`src/design/lsm_pkg.sv`:
```
package lsm_pkg;

  // Line limit per text and the longest pattern the window can hold.
  localparam int MAX_LINES   = 256;
  localparam int PATTERN_MAX = 16;

  // Derived widths.
  localparam int LEN_W     = $clog2(PATTERN_MAX + 1);
  localparam int IDX_W     = (PATTERN_MAX > 1) ? $clog2(PATTERN_MAX) : 1;
  localparam int RECENT_D  = (PATTERN_MAX > 1) ? PATTERN_MAX - 1 : 1;
  localparam int LINES_W   = $clog2(MAX_LINES + 1);

  // Fixed field and register widths.
  localparam int COUNT_W   = 9;
  localparam int REG_W     = 64;
  localparam int REG_IDX_W = 3;
  localparam int PLEN_W    = 5;

  // Character codes.
  localparam logic [7:0] NEWLINE     = 8'h0A;
  localparam logic [7:0] UPPER_A     = 8'h41;
  localparam logic [7:0] UPPER_Z     = 8'h5A;
  localparam logic [7:0] CASE_OFFSET = 8'd32;

  typedef enum logic [REG_IDX_W-1:0] {
    REG_PATTERN_LOW    = 3'd0,
    REG_PATTERN_HIGH   = 3'd1,
    REG_PATTERN_LENGTH = 3'd2,
    REG_IGNORE_CASE    = 3'd3,
    REG_INVERT_MATCH   = 3'd4
  } reg_index_t;

  typedef struct packed {
    logic [7:0] text_byte;
    logic       end_of_text;
  } in_item_t;

  typedef struct packed {
    logic [COUNT_W-1:0] line_number;
    logic               line_hit;
    logic [COUNT_W-1:0] hit_total;
    logic               last;
  } out_item_t;

  // Settings as seen by the datapath; length is already clamped.
  typedef struct packed {
    logic [PATTERN_MAX-1:0][7:0] pattern;
    logic [LEN_W-1:0]            length;
    logic                        ignore_case;
    logic                        invert_match;
  } cfg_t;

endpackage

```
`src/design/lsm_cfg.sv`:
```
module lsm_cfg import lsm_pkg::*; (
  input  logic                 clk,
  input  logic                 rst,
  input  logic                 cfg_write,
  input  logic [REG_IDX_W-1:0] cfg_index,
  input  logic [REG_W-1:0]     cfg_data,
  output cfg_t                 cfg
);

  logic [REG_W-1:0]   pattern_low;
  logic [REG_W-1:0]   pattern_high;
  logic [PLEN_W-1:0]  pattern_length;
  logic               ignore_case;
  logic               invert_match;
  logic [2*REG_W-1:0] pattern_all;

  always_ff @(posedge clk) begin
    if (rst) begin
      pattern_low    <= '0;
      pattern_high   <= '0;
      pattern_length <= '0;
      ignore_case    <= 1'b0;
      invert_match   <= 1'b0;
    end else if (cfg_write) begin
      case (reg_index_t'(cfg_index))
        REG_PATTERN_LOW:    pattern_low    <= cfg_data;
        REG_PATTERN_HIGH:   pattern_high   <= cfg_data;
        REG_PATTERN_LENGTH: pattern_length <= cfg_data[PLEN_W-1:0];
        REG_IGNORE_CASE:    ignore_case    <= cfg_data[0];
        REG_INVERT_MATCH:   invert_match   <= cfg_data[0];
        default: begin
        end
      endcase
    end
  end

  // Lengths beyond the window behave as the longest pattern.
  always_comb begin
    pattern_all      = {pattern_high, pattern_low};
    cfg.pattern      = pattern_all[PATTERN_MAX*8-1:0];
    cfg.length       = (pattern_length > PLEN_W'(PATTERN_MAX)) ? LEN_W'(PATTERN_MAX)
                                                              : LEN_W'(pattern_length);
    cfg.ignore_case  = ignore_case;
    cfg.invert_match = invert_match;
  end

endmodule

```
`src/design/lsm_match.sv`:
```
module lsm_match import lsm_pkg::*; (
  input  cfg_t                     cfg,
  input  logic [7:0]               text_byte,
  input  logic [RECENT_D-1:0][7:0] recent,
  output logic                     window_hit
);

  function automatic logic [7:0] fold_byte(input logic [7:0] c, input logic fold);
    if (fold && c >= UPPER_A && c <= UPPER_Z) begin
      return c + CASE_OFFSET;
    end
    return c;
  endfunction

  logic [PATTERN_MAX-1:0][7:0] win;

  // Window position 0 is the incoming byte, older bytes follow. Pattern byte k
  // lines up with the byte that is length-1-k positions back.
  always_comb begin
    logic [LEN_W-1:0] idx;
    idx    = '0;
    win[0] = text_byte;
    for (int j = 1; j < PATTERN_MAX; j++) begin
      win[j] = recent[j-1];
    end
    window_hit = (cfg.length != '0);
    for (int k = 0; k < PATTERN_MAX; k++) begin
      if (LEN_W'(k) < cfg.length) begin
        idx = cfg.length - LEN_W'(k) - LEN_W'(1);
        if (fold_byte(win[idx[IDX_W-1:0]], cfg.ignore_case) !=
            fold_byte(cfg.pattern[k], cfg.ignore_case)) begin
          window_hit = 1'b0;
        end
      end
    end
  end

endmodule

```
`src/design/lsm_scan.sv`:
```
module lsm_scan import lsm_pkg::*; (
  input  logic      clk,
  input  logic      rst,
  input  logic      step,
  input  in_item_t  item,
  input  cfg_t      cfg,
  output logic      has_result,
  output out_item_t result
);

  logic [RECENT_D-1:0][7:0] recent;
  logic [LEN_W-1:0]         bytes_in_line;
  logic                     found_in_line;
  logic [LINES_W-1:0]       lines_done;
  logic [LINES_W-1:0]       hits_done;

  logic                     window_hit;
  logic                     is_close;
  logic [LEN_W-1:0]         bytes_in_line_next;
  logic                     found_set;
  logic                     line_hit;
  logic [LINES_W-1:0]       lines_done_next;
  logic [LINES_W-1:0]       hits_done_next;

  lsm_match u_match (
    .cfg        (cfg),
    .text_byte  (item.text_byte),
    .recent     (recent),
    .window_hit (window_hit)
  );

  always_comb begin
    is_close           = item.end_of_text || (item.text_byte == NEWLINE);
    bytes_in_line_next = (bytes_in_line < LEN_W'(PATTERN_MAX)) ? bytes_in_line + LEN_W'(1)
                                                               : bytes_in_line;
    // The window only counts once it lies fully inside the current line.
    found_set          = window_hit && (bytes_in_line_next >= cfg.length);
    line_hit           = ((cfg.length == '0) || found_in_line) ^ cfg.invert_match;
    lines_done_next    = lines_done + LINES_W'(1);
    hits_done_next     = hits_done + LINES_W'(line_hit);
    has_result         = is_close && (lines_done < LINES_W'(MAX_LINES));

    result.line_number = COUNT_W'(lines_done_next);
    result.line_hit    = line_hit;
    result.hit_total   = COUNT_W'(hits_done_next);
    result.last        = item.end_of_text;
  end

  always_ff @(posedge clk) begin
    if (rst) begin
      bytes_in_line <= '0;
      found_in_line <= 1'b0;
      lines_done    <= '0;
      hits_done     <= '0;
    end else if (step) begin
      if (!is_close) begin
        bytes_in_line <= bytes_in_line_next;
        if (found_set) begin
          found_in_line <= 1'b1;
        end
      end else begin
        bytes_in_line <= '0;
        found_in_line <= 1'b0;
        if (item.end_of_text) begin
          lines_done <= '0;
          hits_done  <= '0;
        end else if (has_result) begin
          lines_done <= lines_done_next;
          hits_done  <= hits_done_next;
        end
      end
    end
  end

  // Recent bytes that closed no line, newest first.
  always_ff @(posedge clk) begin
    if (step && !is_close) begin
      recent[0] <= item.text_byte;
      for (int i = 1; i < RECENT_D; i++) begin
        recent[i] <= recent[i-1];
      end
    end
  end

`ifndef NO_ASSERTIONS
  a_lines_bounded: assert property (@(posedge clk) disable iff (rst)
    lines_done <= LINES_W'(MAX_LINES))
    else $error("line counter passed the line limit");

  a_hits_bounded: assert property (@(posedge clk) disable iff (rst)
    hits_done <= lines_done)
    else $error("hit counter exceeds line counter");
`endif

endmodule

```
`src/design/line_substring_matcher.sv`:
```
// Fixed-pattern line search over a byte stream.
// Input channel (in_valid / in_ready / in_data): one request per text byte, or
// one request with end_of_text set to close the final line. A newline byte
// closes a line and is not part of it. Each line is searched for the pattern
// held in the configuration registers, written through cfg_write, cfg_index
// and cfg_data while the block is idle.
// Output channel (out_valid / out_ready / out_data): one request per closed
// line, carrying the line number, the hit flag and the running hit count; the
// request closed by end of text has last set. Lines past the line limit give
// no request. After end of text the line and hit counters restart.
// Pipeline: a taken request waits in the input register; when it is processed
// its result is written into the output register for the receiver.
// Throughput: one request per cycle, except while a closing request waits for
// the output register; compare and counter updates form the one compute stage.
// Stall: while out_ready is low the output register holds its result, and the
// block keeps taking bytes that close no line; a closing request waits in the
// input register until the output register frees up.
// Reset (rst, synchronous): clears the configuration registers, the line
// state and counters, and both valids.
module line_substring_matcher import lsm_pkg::*; (
  input  logic                 clk,
  input  logic                 rst,
  input  logic                 cfg_write,
  input  logic [REG_IDX_W-1:0] cfg_index,
  input  logic [REG_W-1:0]     cfg_data,
  input  logic                 in_valid,
  output logic                 in_ready,
  input  in_item_t             in_data,
  output logic                 out_valid,
  input  logic                 out_ready,
  output out_item_t            out_data
);

  cfg_t      cfg;
  logic      hold_valid;
  in_item_t  hold_item;
  logic      step;
  logic      has_result;
  out_item_t result;

  lsm_cfg u_cfg (
    .clk       (clk),
    .rst       (rst),
    .cfg_write (cfg_write),
    .cfg_index (cfg_index),
    .cfg_data  (cfg_data),
    .cfg       (cfg)
  );

  lsm_scan u_scan (
    .clk        (clk),
    .rst        (rst),
    .step       (step),
    .item       (hold_item),
    .cfg        (cfg),
    .has_result (has_result),
    .result     (result)
  );

  // The held request is processed when it produces nothing or when the output
  // register is empty or being emptied in this cycle.
  always_comb begin
    step     = hold_valid && (!has_result || !out_valid || out_ready);
    in_ready = !hold_valid || step;
  end

  always_ff @(posedge clk) begin
    if (rst) begin
      hold_valid <= 1'b0;
    end else if (in_valid && in_ready) begin
      hold_valid <= 1'b1;
    end else if (step) begin
      hold_valid <= 1'b0;
    end
  end

  always_ff @(posedge clk) begin
    if (in_valid && in_ready) begin
      hold_item <= in_data;
    end
  end

  always_ff @(posedge clk) begin
    if (rst) begin
      out_valid <= 1'b0;
    end else if (step && has_result) begin
      out_valid <= 1'b1;
    end else if (out_ready) begin
      out_valid <= 1'b0;
    end
  end

  always_ff @(posedge clk) begin
    if (step && has_result) begin
      out_data <= result;
    end
  end

`ifndef NO_ASSERTIONS
  a_no_overwrite: assert property (@(posedge clk) disable iff (rst)
    (step && has_result) |-> (!out_valid || out_ready))
    else $error("result written over an untaken result");

  a_hit_counted: assert property (@(posedge clk) disable iff (rst)
    (out_valid && out_data.line_hit) |->
      (out_data.hit_total != '0 && out_data.hit_total <= out_data.line_number))
    else $error("hit count inconsistent with line hit");
`endif

endmodule

```
`config.mk`:
```
export PLATFORM = sky130hd
export DESIGN_NAME = line_substring_matcher
export DESIGN_NICKNAME = d
export VERILOG_FILES = /design/src/design/lsm_pkg.sv /design/src/design/lsm_cfg.sv /design/src/design/lsm_match.sv /design/src/design/lsm_scan.sv /design/src/design/line_substring_matcher.sv
export SDC_FILE = /design/constraint.sdc
export NUM_CORES = 1
export LEC_CHECK = 0
export BUFFER_PORTS_ARGS = -buffer_cell sky130_fd_sc_hd__buf_2
export CAP_MARGIN = 0
export CORE_ASPECT_RATIO = 0.5
export CORE_MARGIN = 4
export CORE_UTILIZATION = 40
export CTS_BUF_LIST = sky130_fd_sc_hd__clkbuf_16
export CTS_CLUSTER_SIZE = 14
export DETAILED_ROUTE_END_ITERATION = 10
export PLACE_DENSITY_LB_ADDON = 0.3
export SLEW_MARGIN = 20
export SYNTH_ARGS = -nofsm -noshare
export SYNTH_HDL_FRONTEND = slang
export SYNTH_SLANG_ARGS = --single-unit
```
`constraint.sdc`:
```
create_clock -name clk -period 7.2 [get_ports clk]
set_input_delay 0.72 -clock clk [delete_from_list [all_inputs] [get_ports clk]]
set_output_delay 0.72 -clock clk [all_outputs]
set_load 0.05 [all_outputs]
```
### Word level (Yosys, flattened, before mapping)

Cells that the tools add are included.

* flip-flop bits (word level): 310
* output and inout bits: 22

* add/subtract/negate cells: 65
* order comparisons: 100
* equality and inequality tests: 21
* mux-type cells: 237
* bitwise operators: 1
* reductions and logical operators: 93

Operators by type and width (number)
* $mux W8: 112
* $bmux W8 S4: 16
* $add A8 B6 Y8 const B: 32
* $ge A8 B7 Y1 const B: 32
* $le A8 B7 Y1 const B: 32
* $ne A8 B8 Y1: 16
* $mux W1: 102
* $lt A4 B5 Y1 const B: 16
* $logic_and A1 B1 Y1: 70
* $sub A4 B1 Y4 const B: 16
* $lt A4 B5 Y1 const A: 8
* $mux W9: 4
* $sub A4 B4 Y4 const B: 8
* $lt A3 B5 Y1 const A: 4
* $sub A4 B3 Y4 const B: 4
* $mux W5: 3
* $reduce_and A2 Y1: 6
* $lt A1 B5 Y1 const A: 2
* $lt A2 B5 Y1 const A: 2
* $add A9 B1 Y9: 1
* $add A9 B1 Y9 const B: 1
* $lt A9 B9 Y1 const B: 1
* $eq A8 B4 Y1 const B: 1
* $reduce_bool A2 Y1: 4
* other kinds (15): 24

### Depth between registers and ports, before layout

* depth in word-level cells: 48
* mapped depth: 24
* gate-level depth less buffers: 15

### Modules after synthesis

A second synthesis with hierarchy kept.

* cell total of the unflattened synthesis: 2038
* area, all modules: 24148.2 um^2

Modules (own cells, without submodules)
* lsm_match: times used 1, cells an instance 1178, area an instance 12413.2 um^2
* lsm_cfg: times used 1, cells an instance 520, area an instance 5622.9 um^2
* lsm_scan: times used 1, cells an instance 299, area an instance 5137.4 um^2
* line_substring_matcher: times used 1, cells an instance 41, area an instance 974.7 um^2

### Least setup slack after synthesis

Ideal clock, no wire load.

* kind: register to register
* start point: register u_cfg.pattern_length[0]
* end point: register u_scan.found_in_line
* arrival: 5.028 ns
* required time: 7.113 ns
* setup slack: 2.085 ns
* cell stages (with the launch flop): 23
* cells stage by stage: dfxtp_1 > nor2b_2 > buf_6 > buf_6 > buf_6 > buf_6 > buf_4 > buf_4 > buf_2 > ha_1 > buf_2 > buf_2 > buf_2 > buf_2 > buf_1 > mux4_2 > ha_1 > xor2_1 > or4b_1 > a211o_1 > o21ai_0 > o221ai_1 > o31ai_1

* cells in the longest elaborated chain, start to end: 48

RTL lines
* start, declared: line lsm_cfg.sv:12 `logic [PLEN_W-1:0] pattern_length;`
* start signal, assigned: line lsm_cfg.sv:28 `REG_PATTERN_LENGTH: pattern_length <= cfg_data[PLEN_W-1:0];`
* $gt A5 B5 Y1: line lsm_cfg.sv:41 `cfg.length = (pattern_length > PLEN_W'(PATTERN_MAX)) ? LEN_W'(PATTERN_MAX)`
* $mux W5 (*): line lsm_cfg.sv:41
* parallel branches: the longest is 43 deep, another holds $ge A8 B7 Y1
* $logic_and A1 B1 Y1 (*): line lsm_scan.sv:37 `found_set = window_hit && (bytes_in_line_next >= cfg.length);`
* $reduce_bool A2 Y1 (no source line) (*)
* $reduce_and A2 Y1 (no source line) (*)
* end signal, assigned: line lsm_scan.sv:52 `found_in_line <= 1'b0;`
* end signal, assigned: line lsm_scan.sv:59 `found_in_line <= 1'b1;`
* end signal, assigned: line lsm_scan.sv:63 `found_in_line <= 1'b0;`
* end, declared: line lsm_scan.sv:13 `logic found_in_line;`

Every way passes the cells marked *. The select of a mux whose other input is x is not followed.
A chain may end at the register's enable or synchronous reset.

### Worst setup path after layout

* start point: register u_cfg.pattern_length[4]
* end point: register u_scan.found_in_line

The elaborated chain is that of the path after synthesis.

==> impl_metrics.toml <==
[floorplan]
die_area_mm2 = 0.0639
die_y_um = 181
core_area_mm2 = 0.0582
row_count = 62
io_pins = 103
initial_core_util_pct = 41.0
die_w_um = 354

[yosys]
yosysWarnings = 0
syn_avg_cell_area_um2 = 10.2
async_flop_share_pct = 0
synthFlopType = "dfxtp_1"
synthCells = 2348
synth_cell_types = 90
synth.yosys.seq_area_share_pct = 32.2
synthesis.area_mm2 = 0.0239
synth_nets = 2477
synth.ff_latch_count = 310
synth-edff-count = 149

[cells_and_area]
nNetsFinal = 2511
drive_above_1_share_pct = 17.6
n_antenna_cell = 0
fillers = 5507
seqCellArea_mm2 = 0.00770
final_util_pct = 44.8
final_cell_mix = "nand2_1 (340), mux2i_1 (263), a21oi_1 (201)"
syn2layout_area_growth_pct = 9.12
final_common_cell = "nand2_1"
multi_input_area_mm2 = 0.0154

[clocking]
cts_tree = "yes"
clk_path_buf_depth = 3
path_clk_slew_ps = 70
clk_latency_ps = 610
cts_setup_buffers = 0
clock_sinks = 310
cts_buffers = 30
root_buffer = "clkbuf_16"
cts_max_level = 1
cts_resized = 0
cts_hold_buf = 0

[critical_path]
critical_path_class = "reg -> reg"
required_ps = 7710
path_max_fanout = 50
cp-start-kind = "register"
endpoint_kind = "register"
cp.arrival_ps = 6120

[drt]
wl_per_cell_um = 28.1
drt_iter0_drc = 2811
drt_wl_total_um = 89200
routed.top_layer = "met4"
wl_met3_um = 12100
routed-wl-met2_um = 35500
ant_nets = 0
wl_met1_um = 39300
num_vias = 20700
drt_first_pass_iters = 7
drc = 0
viasPerCell = 6.54

[place]
numPortBuffers = 102
hpwl_um = 67200
gp_congestion = 1.02

[timing]
rsz0062_at_grt = "no"
setup_viol = 0
worst_pin_slew_ps = 1180
fin_crit_ps = 5610
relSlewSlack_pct = 21.1
finalSetupTns_ps = 0
fmax_mhz = 178
min_period_over_period_pct = 77.9
finalHoldViolCount = 0
clock_skew_ps = 28.8
drv_slew = 0

[power_and_ir_drop]
p_leak_nw = 9.60
pwr-share-clk_pct = 36.9
pwr-share-seq_pct = 44.2
comb_power_share_pct = 18.9
switchingPower_w = 0.00128
ir_drop_mv = 0.179
p_per_area_mw_per_mm2 = 169
internal_power_w = 0.00312
p_sw_share_pct = 29.1

[global_routing]
grt_pass1_vias = 19000
grt_max_degree = 121
antenna_found_initial = 0
grt_pass1_wl_um = 131000
grt_usage_pct = 27.0
grt.overflow.total = 0

[worst_hold_path]
hold_path_class = "in -> reg"

[run]
cap_violations = 0

[status]
status = "finished, final reports clean"
sequential cells by signal, summed over array words and instances, names as in the netlist:
signal,flops
hold_valid,1
out_data,20
u_cfg.pattern_high,64
u_scan.lines_done,9
u_cfg.pattern_low,64
u_scan.bytes_in_line,5
u_scan.found_in_line,1
u_cfg.ignore_case,1
u_scan.recent,120
u_scan.hits_done,9
u_cfg.invert_match,1
out_valid,1
hold_item,9
u_cfg.pattern_length,5
worst max-delay path: stages (launching register included):
cell	delay [ps]
dfxtp_1	340
buf_4	440
nor2b_4	140
ha_4	630
buf_4	650
mux4_2	430
mux2i_1	120
mux2i_1	650
ha_1	300
xor2_1	90
nor3_1	230
a31o_2	180
o2111ai_1	270
o31ai_1	550
o211ai_1	210
o31ai_1	220
metrics by stage:
stage                     hold WS [ps]  setup WS (ps)  instance area [um^2]  std cells  power, W
after global placement             465           1920                 25100       3118   0.00277
after global routing               267           1550                 26100       3171   0.00454
after detailed placement           467           1890                 25100       3118   0.00278
after floorplan                    449           2090                 23900       2348   0.00251
after CTS                          262           1870                 26100       3171   0.00440
final                              285           1590                 26100       3171   0.00440
metal layers:
layer / up-vias / global-route usage (%)
met5: - / 0
li1: 9040 / -
met4: 0 / 6.12
met1: 10400 / 40.0
met2: 1148 / 36.8
met3: 156 / 10.2
cell usage after synthesis (all sizes together) (7+ instances only):
master	n	area [um^2]
nand2	341	1280
mux2i	264	2640
a21oi	202	1010
mux4	178	4010
dfxtp	161	3220
edfxtp	149	4470
nor2	98	368
xnor2	81	709
buf	78	458
xor2	78	691
nand3	73	365
clkbuf	68	255
ha	48	601
o21ai	47	235
nor3	30	150
inv	28	108
a31oi	27	169
a22oi	24	180
a21o	22	165
or3	21	131
and3	20	125
mux2	19	214
o22ai	19	119
o31ai	19	143
a211oi	17	128
nand3b	17	128
nand4	15	93.8
nor4b	15	131
nor2b	13	86.3
nand2b	12	77.6
and2	10	62.6
o211ai	10	75.1
a211o	9	78.8
nor3b	9	67.6
nand4b	8	70.1
nor4	8	50.1
and3b	7	61.3
o21a	7	52.6
power groups by stage:
stage               Clock (W)  Combinational [W]  Sequential (W)
floorplan                   0           0.000540         0.00197
global placement            0           0.000793         0.00198
global route          0.00171           0.000879         0.00195
detailed placement          0           0.000802         0.00198
CTS                   0.00165           0.000805         0.00194
finish                0.00162           0.000831         0.00195
path summary, 6_finish.rpt:
kind	from	end	slack [ps]	cells after the start
max	u_cfg.pattern_length[4]	u_scan.found_in_line	1590	15
min	in_data[7]	hold_item[7]	280	1
max reg2reg	u_cfg.pattern_length[4]	u_scan.found_in_line	1590	15
min reg2reg	u_cfg.pattern_low[47]	u_cfg.pattern_low[47]	470	2
logic make-up (layout without fill, tap and decap cells):
family	count (synthesis)	after routing	share of synthesized area, %
xor gates and xnor gates	161	161	6.06
buffers and inverters	175	230	3.45
muxes	461	461	28.8
DFF	310	310	32.2
and+or+nand+nor	721	721	14.4
AOI/OAI and AO/OA	472	472	12.6
adders and majority gates	48	48	2.52
area by class of cell:
type                       instances  area share [%]
tap                              768            3.69
clock buffer                      31            2.98
inverter                          29           0.442
timing repair buffer             148            3.34
sequential                       310            29.5
multi-input combinational       1863            59.2
clock inverter                    22           0.773
(Power assumes the default switching activity.)
